## src/hdl/tournament_argmax_score_table_core_defines.svh

```systemverilog
// assertion helpers used by tast_ctrl
`ifndef TOURNAMENT_ARGMAX_SCORE_TABLE_CORE_DEFINES_SVH
`define TOURNAMENT_ARGMAX_SCORE_TABLE_CORE_DEFINES_SVH

// same-cycle implication, checked outside reset
`define TAST_ASSERT_IMP(lbl, ante, cons, msg) \
  lbl: assert property (@(posedge clk_i) disable iff (!rst_ni) (ante) |-> (cons)) \
    else $error(msg);

// next-cycle implication, checked outside reset
`define TAST_ASSERT_NXT(lbl, ante, cons, msg) \
  lbl: assert property (@(posedge clk_i) disable iff (!rst_ni) (ante) |=> (cons)) \
    else $error(msg);

`endif

```

## src/hdl/tast_pkg.sv

```systemverilog
`default_nettype none

package tast_pkg;

  localparam int unsigned MAX_ENTRIES_DEF = 1024;
  localparam int unsigned SCORE_BITS_DEF  = 24;
  localparam int unsigned IDX_W           = 11;
  localparam int unsigned CFG_W           = 32;
  localparam int unsigned ADDR_W          = 3;

  localparam logic [ADDR_W-1:0] REG_ENTRIES_IN_USE = ADDR_W'(0);

  typedef enum logic [1:0] {
    KIND_REPORT,
    KIND_DELETE,
    KIND_ADD_ONE,
    KIND_ADD_THREE
  } kind_e;

  typedef enum logic [3:0] {
    ST_CLEAR,
    ST_IDLE,
    ST_ROOT,
    ST_REPORT,
    ST_DEL,
    ST_LEAF_RD,
    ST_LEAF_WR,
    ST_UP_RD,
    ST_UP_WR,
    ST_SW_RD,
    ST_SW_WR
  } state_e;

  typedef struct packed {
    logic in_stall;
    logic accept;
    logic clr_wr;
    logic sw_init;
    logic rd_root;
    logic out_load;
    logic del_wr;
    logic leaf_rd;
    logic leaf_wr;
    logic node_wr;
    logic step_down;
  } cmd_t;

  typedef struct packed {
    logic  cfg_hit;
    logic  clr_last;
    kind_e in_kind;
    kind_e item_kind;
    logic  pos_ok;
    logic  root_live;
    logic  out_free;
    logic  p_is_root;
  } sts_t;

endpackage

`default_nettype wire

```

## src/hdl/tast_ctrl.sv

```systemverilog
`default_nettype none
`include "tournament_argmax_score_table_core_defines.svh"

module tast_ctrl (
  input  wire                 clk_i,
  input  wire                 rst_ni,
  input  wire                 in_valid_i,
  input  tast_pkg::sts_t      sts_i,
  output tast_pkg::cmd_t      cmd_o
);
  import tast_pkg::*;

  state_e state_q, state_d;
  logic   pend_q, pend_d;

  always_ff @(posedge clk_i or negedge rst_ni) begin
    if (!rst_ni) begin
      state_q <= ST_CLEAR;
      pend_q  <= 1'b0;
    end else begin
      state_q <= state_d;
      pend_q  <= pend_d;
    end
  end

  always_comb begin
    state_d = state_q;
    cmd_o   = '0;
    cmd_o.in_stall = 1'b1;
    pend_d  = pend_q;
    case (state_q)
      ST_CLEAR: begin
        cmd_o.clr_wr = 1'b1;
        if (sts_i.clr_last) begin
          cmd_o.sw_init = 1'b1;
          state_d = ST_SW_RD;
        end
      end
      ST_IDLE: begin
        if (sts_i.cfg_hit || pend_q) begin
          cmd_o.sw_init = 1'b1;
          state_d = ST_SW_RD;
        end else begin
          cmd_o.in_stall = 1'b0;
          if (in_valid_i) begin
            cmd_o.accept = 1'b1;
            case (sts_i.in_kind)
              KIND_REPORT, KIND_DELETE: state_d = ST_ROOT;
              default: state_d = sts_i.pos_ok ? ST_LEAF_RD : ST_IDLE;
            endcase
          end
        end
      end
      ST_ROOT: begin
        cmd_o.rd_root = 1'b1;
        state_d = (sts_i.item_kind == KIND_REPORT) ? ST_REPORT : ST_DEL;
      end
      ST_REPORT: begin
        cmd_o.rd_root = 1'b1;
        if (sts_i.out_free) begin
          cmd_o.out_load = 1'b1;
          state_d = ST_IDLE;
        end
      end
      ST_DEL: begin
        cmd_o.rd_root = 1'b1;
        if (sts_i.root_live) begin
          cmd_o.del_wr = 1'b1;
          state_d = ST_UP_RD;
        end else begin
          state_d = ST_IDLE;
        end
      end
      ST_LEAF_RD: begin
        cmd_o.leaf_rd = 1'b1;
        state_d = ST_LEAF_WR;
      end
      ST_LEAF_WR: begin
        cmd_o.leaf_wr = 1'b1;
        state_d = ST_UP_RD;
      end
      ST_UP_RD: state_d = ST_UP_WR;
      ST_UP_WR: begin
        cmd_o.node_wr = 1'b1;
        state_d = sts_i.p_is_root ? ST_IDLE : ST_UP_RD;
      end
      ST_SW_RD: begin
        if (sts_i.cfg_hit) begin
          cmd_o.sw_init = 1'b1;
        end else begin
          state_d = ST_SW_WR;
        end
      end
      ST_SW_WR: begin
        if (sts_i.cfg_hit) begin
          cmd_o.sw_init = 1'b1;
          state_d = ST_SW_RD;
        end else begin
          cmd_o.node_wr   = 1'b1;
          cmd_o.step_down = 1'b1;
          state_d = sts_i.p_is_root ? ST_IDLE : ST_SW_RD;
        end
      end
      default: state_d = ST_IDLE;
    endcase
    // a register write during an update forces a rebuild once the walk ends
    if (sts_i.cfg_hit && state_q != ST_IDLE) begin
      pend_d = 1'b1;
    end
    if (cmd_o.sw_init) begin
      pend_d = 1'b0;
    end
  end

  `TAST_ASSERT_IMP(a_load_free, cmd_o.out_load, sts_i.out_free, "result loaded over a held item")
  `TAST_ASSERT_NXT(a_accept_root,
    cmd_o.accept && (sts_i.in_kind == KIND_REPORT || sts_i.in_kind == KIND_DELETE),
    state_q == ST_ROOT, "report or delete did not read the root")
  `TAST_ASSERT_IMP(a_walk_end, state_q == ST_UP_WR && sts_i.p_is_root, state_d == ST_IDLE,
    "update walk ran past the root")
  `TAST_ASSERT_IMP(a_pend_stall, pend_q, cmd_o.in_stall, "item taken with a rebuild pending")

endmodule

`default_nettype wire

```

## config.mk

```make
export PLATFORM = sky130hd
export DESIGN_NAME = tast_ctrl
export DESIGN_NICKNAME = d
export VERILOG_FILES = /design/src/hdl/tast_pkg.sv /design/src/hdl/tast_ctrl.sv
export VERILOG_INCLUDE_DIRS = /design/src /design/src/hdl
export SDC_FILE = /design/constraint.sdc
export NUM_CORES = 1
export LEC_CHECK = 0
export BUFFER_PORTS_ARGS = -buffer_cell sky130_fd_sc_hd__buf_4
export CAP_MARGIN = 0
export CORE_AREA = 3 3 40 42
export CTS_CLUSTER_DIAMETER = 100
export DETAILED_ROUTE_END_ITERATION = 8
export DIE_AREA = 0 0 43 45
export PLACE_DENSITY = 0.77
export SETUP_SLACK_MARGIN = 0.05
export SKIP_CTS_REPAIR_TIMING = 1
export SLEW_MARGIN = 20
export SYNTH_ARGS = -nofsm -noshare
export SYNTH_HDL_FRONTEND = slang
export SYNTH_SLANG_ARGS = --single-unit
```

## constraint.sdc

```tcl
create_clock -name clk_i -period 3.6 [get_ports clk_i]
set_input_delay 0.72 -clock clk_i [delete_from_list [all_inputs] [get_ports clk_i]]
set_output_delay 0.72 -clock clk_i [all_outputs]
set_load 0.01 [all_outputs]
```

* Yosys cells after proc, flatten, opt, wreduce, memory -nomap -nowiden
Cells that the tools add are included.
Word-level totals: register bits after elaboration 5, output and inout bits 11
Operators by class: reduce and logical (&&, ||, !) cells 10, equal/unequal tests 16, multiplexer cells 33
Operators by type and width (count):
- case mux 4 bit (11 select lines) | 1
- two-way mux 4 bit | 7
- equality test 4 x 3 -> 1 bit (second input constant) | 4
- two-way mux 1 bit | 15
- two-way mux 3 bit | 5
- equality test 4 bit (second input constant) | 3
- equality test 4 x 2 -> 1 bit (second input constant) | 2
- two-way mux 2 bit | 3
- != test 2 bit (second input constant) | 3
- equality test 4 x 1 -> 1 bit (second input constant) | 1
- logical NOT 2 bit | 2
- logical NOT 4 bit | 1
- != test 4 x 1 -> 1 bit (second input constant) | 1
- AND reduction 4 bit | 1
- OR reduction 2 bit | 2
- != test 3 bit (second input constant) | 1
- case mux 1 bit (3 select lines) | 1
- OR reduction 3 bit | 1
- equality test 2 x 1 -> 1 bit (second input constant) | 1
- case mux 1 bit (2 select lines) | 1
- nonzero test 2 bit | 1
- logical AND 1 bit | 1
- logical OR 1 bit | 1

* Logic depth before layout (Yosys ltp)
word-level depth 6, mapped depth 5, gate-level depth less buffers 4

* Worst setup path before layout
OpenSTA, ideal clock, no wires.
path kind input to output, start point input sts_i[8] in the netlist's numbering, end point output cmd_o[7] in the netlist's numbering, path buffers 0, arrival time 1.417 ns, stages on the path 3, required time 2.880 ns, setup slack 1.463 ns, cells stage by stage inv_1 or4_1 a31oi_1
RTL lines:
- start, declared | line tast_ctrl.sv:8 | input tast_pkg::sts_t sts_i,
- end, declared | line tast_ctrl.sv:9 | output tast_pkg::cmd_t cmd_o

==> qor.yml <==
status:
  status: "complete, no violations"
yosys:
  ys_top_cells_by_count: "nor2_1, nand2b_1, a21oi_1, dfrtp_1, nor3_1"
  yosysTopAreaCell: "dfrtp_1"
  synth_area_leaders: "dfrtp_1, nand2b_1, nor2_1"
  syn_inst: 81
  synth_top_area_share_pct: 20.16
  syn-cell-area_um2: 620.6
  synth_cell_types: 39
  synth_edf_count: 0
  async_reset_ff_share_pct: 100.0
  syn_nets: 94
  yosysWarnings: 0
  synth_seq_cells: 5
  seq_area_frac_synth_pct: 20.16
  post_synth.cell_area_avg_um2: 7.662
  yosysMostFrequentCell: "nor2_1"
  synth_top_flop_cell: "dfrtp_1"
die:
  die-area_mm2: 0.001935
  core_mm2: 0.001285
  fp.dieH_um: 45
  die_w_um: 43
  ios: 24
  num_rows: 13
  initial_core_util_pct: 48.30
worst_setup_path:
  worstRegToRegCells: 4
  startpoint_type: "flip-flop"
  crit_required_ns: 2.88
  worst-r2r-setup-slack_ns: 1.78
  crit_path_max_fanout: 19
  crit_buf_inv: 1
  cp_top_family: "flip-flops"
  critPathKind: "reg -> out"
  crit_path_max_incr_delay_ns: 0.59
  r2r-end: "state_q[1]"
  r2r-start: "state_q[1]"
  worst_setup_path_end_kind: "primary output"
  crit_arrival_ns: 1.76
  cpMaxStageDelayCell: "dfrtp_1"
  crit_chain: "or4_1, a31oi_1, buf_4"
sta:
  fin_setup_tns_ns: 0
  relSlewSlack_pct: 60.03
  fin_crit_ns: 2.478
  setup_ws_ns: 1.122
  finClkSkew_ns: 0.002311
  hold_viol_final: 0
  tightest_slew_ns: 0.5996
  post-route-period-util_pct: 68.83
  finalSetupViolations: 0
  rsz0062_at_grt: "false"
  max_freq_ghz: 0.4036
  slew_viol_final: 0
cts:
  path_clk_slew_ns: 0.04
  cts_tree: "built"
  clock_latency_ns: 0.24
  cts_num_sinks: 5
  htreeDepth: 1
  cts_inserted_buffers: 3
  cts-root-buf: "clkbuf_4"
  cts.path.max_buffers: 2
finish:
  stdcell_area_um2: 790.8
  syn_to_final_growth_pct: 27.42
  layout-drive-gt1-share_pct: 28.71
  diodes: 0
  utilization_pct: 61.54
  final_nets: 115
global_routing:
  grt_max_degree: 21
  grt_pass1_vias: 585
  track_usage_pct: 16.44
  grt_overflow: 0
  grt_pass1_wl_mm: 2.477
  grt_antenna_before_repair: 0
route:
  drc: 0
  post_drt_wl_per_cell_um: 12.66
  first_iter_violations: 11
  routed_wl_mm: 1.469
  vias: 657
  avgViaCountPerCell: 5.664
  first_pass_iters: 4
  postRouteAntennaNets: 0
placement:
  dp_worst_setup_slack_ns: 1.294
  place_area_um2: 764.5
  port-buffer-count: 22
  dp_hpwl_mm: 1.077
  gp_congestion: 0.8137
pwr:
  power.leakage_nw: 0.3247
  peakVddDrop_mv: 0.3722
  p_per_area_mw_per_mm2: 685.6
worst_hold_path:
  worstHoldPathType: "in -> async"
job:
  maxCapViolCount: 0
[sequential cells by signal (all words and copies together), names as in the netlist]
name     cells
state_q      4
pend_q       1
[per-stage QoR]
stage | std cells | hold slack, ns | power [mW]
after floorplan | 81 | 0.4244 | 0.3992
after global placement | 112 | 0.5214 | 0.4755
after detailed placement | 112 | 0.5227 | 0.4792
after CTS | 116 | 0.2603 | 0.5478
after global routing | 116 | 0.2573 | 0.5948
final | 116 | 0.2687 | 0.5421
[cell families (layout without fill, tap and decap cells)]
family                 count (synthesis)  after routing  synth area share, %
AND/OR/NAND/NOR                       46             46                46.98
AO/OA/AOI/OAI                         20             20                22.98
flip-flops                             5              5                20.16
multiplexers                           1              1                1.613
buffers and inverters                  9             29                8.265
[how the worst max path moves through the flow]
stage	cells after the start	from	endpoint	slack (ns)
2_1_floorplan	3	sts_i[8]	cmd_o[7]	1.46
3_3_place_gp	5	sts_i[8]	cmd_o[7]	1.30
3_5_place_dp	5	sts_i[8]	cmd_o[7]	1.29
4_1_cts	3	state_q[1]	cmd_o[7]	1.11
5_1_grt	4	state_q[1]	cmd_o[7]	1.05
6_report	3	state_q[1]	cmd_o[7]	1.12
[cells in the final DEF, fill, tap and decap left out, types with 2 or more instances in the layout]
master | synthesis | routed
nand2b_1 | 7 | 7
nand4b_1 | 2 | 2
a21oi_1 | 5 | 5
inv_1 | 3 | 3
nor2_1 | 9 | 9
dfrtp_1 | 5 | 5
nor4b_1 | 2 | 2
o21ai_0 | 2 | 2
nand3b_1 | 3 | 3
nor2b_1 | 3 | 3
clkbuf_4 | 0 | 3
buf_4 | 2 | 22
or2_1 | 2 | 2
nor3_1 | 5 | 5
a21o_1 | 2 | 2
and2_1 | 2 | 2
a31oi_1 | 2 | 2
or4_1 | 2 | 2
[power breakdown]
group | internal, mW | total (mW) | switching [mW]
Combinational | 0.169 | 0.313 | 0.144
Clock | 0.0418 | 0.0640 | 0.0222
Sequential | 0.0795 | 0.165 | 0.0858
[layer usage]
layer | wire length (um) | track usage [%] | part of all wire [%]
met1 | 696 | 21.12 | 47
met2 | 673 | 27.84 | 46
met3 | 99 | 5.179 | 6.7
met4 | 0 | 2.410 | 0
met5 | 0 | 0 | 0
[worst register-to-register path: cells and delay by family (launching register included)]
kind            cells  cell delay (ns)
compound gates      2             0.40
flops               1             0.72
simple gates        2             0.62
[cell type report]
type / instances / area [um2]
sequential: 5 / 125.1
clock buffer: 4 / 26.28
timing repair buffer: 22 / 165.2
inverter: 3 / 11.26
fill: 131 / 494.2
tap: 15 / 18.77
multi-input combinational: 67 / 444.2
Power figures use the tool's default switching activity.
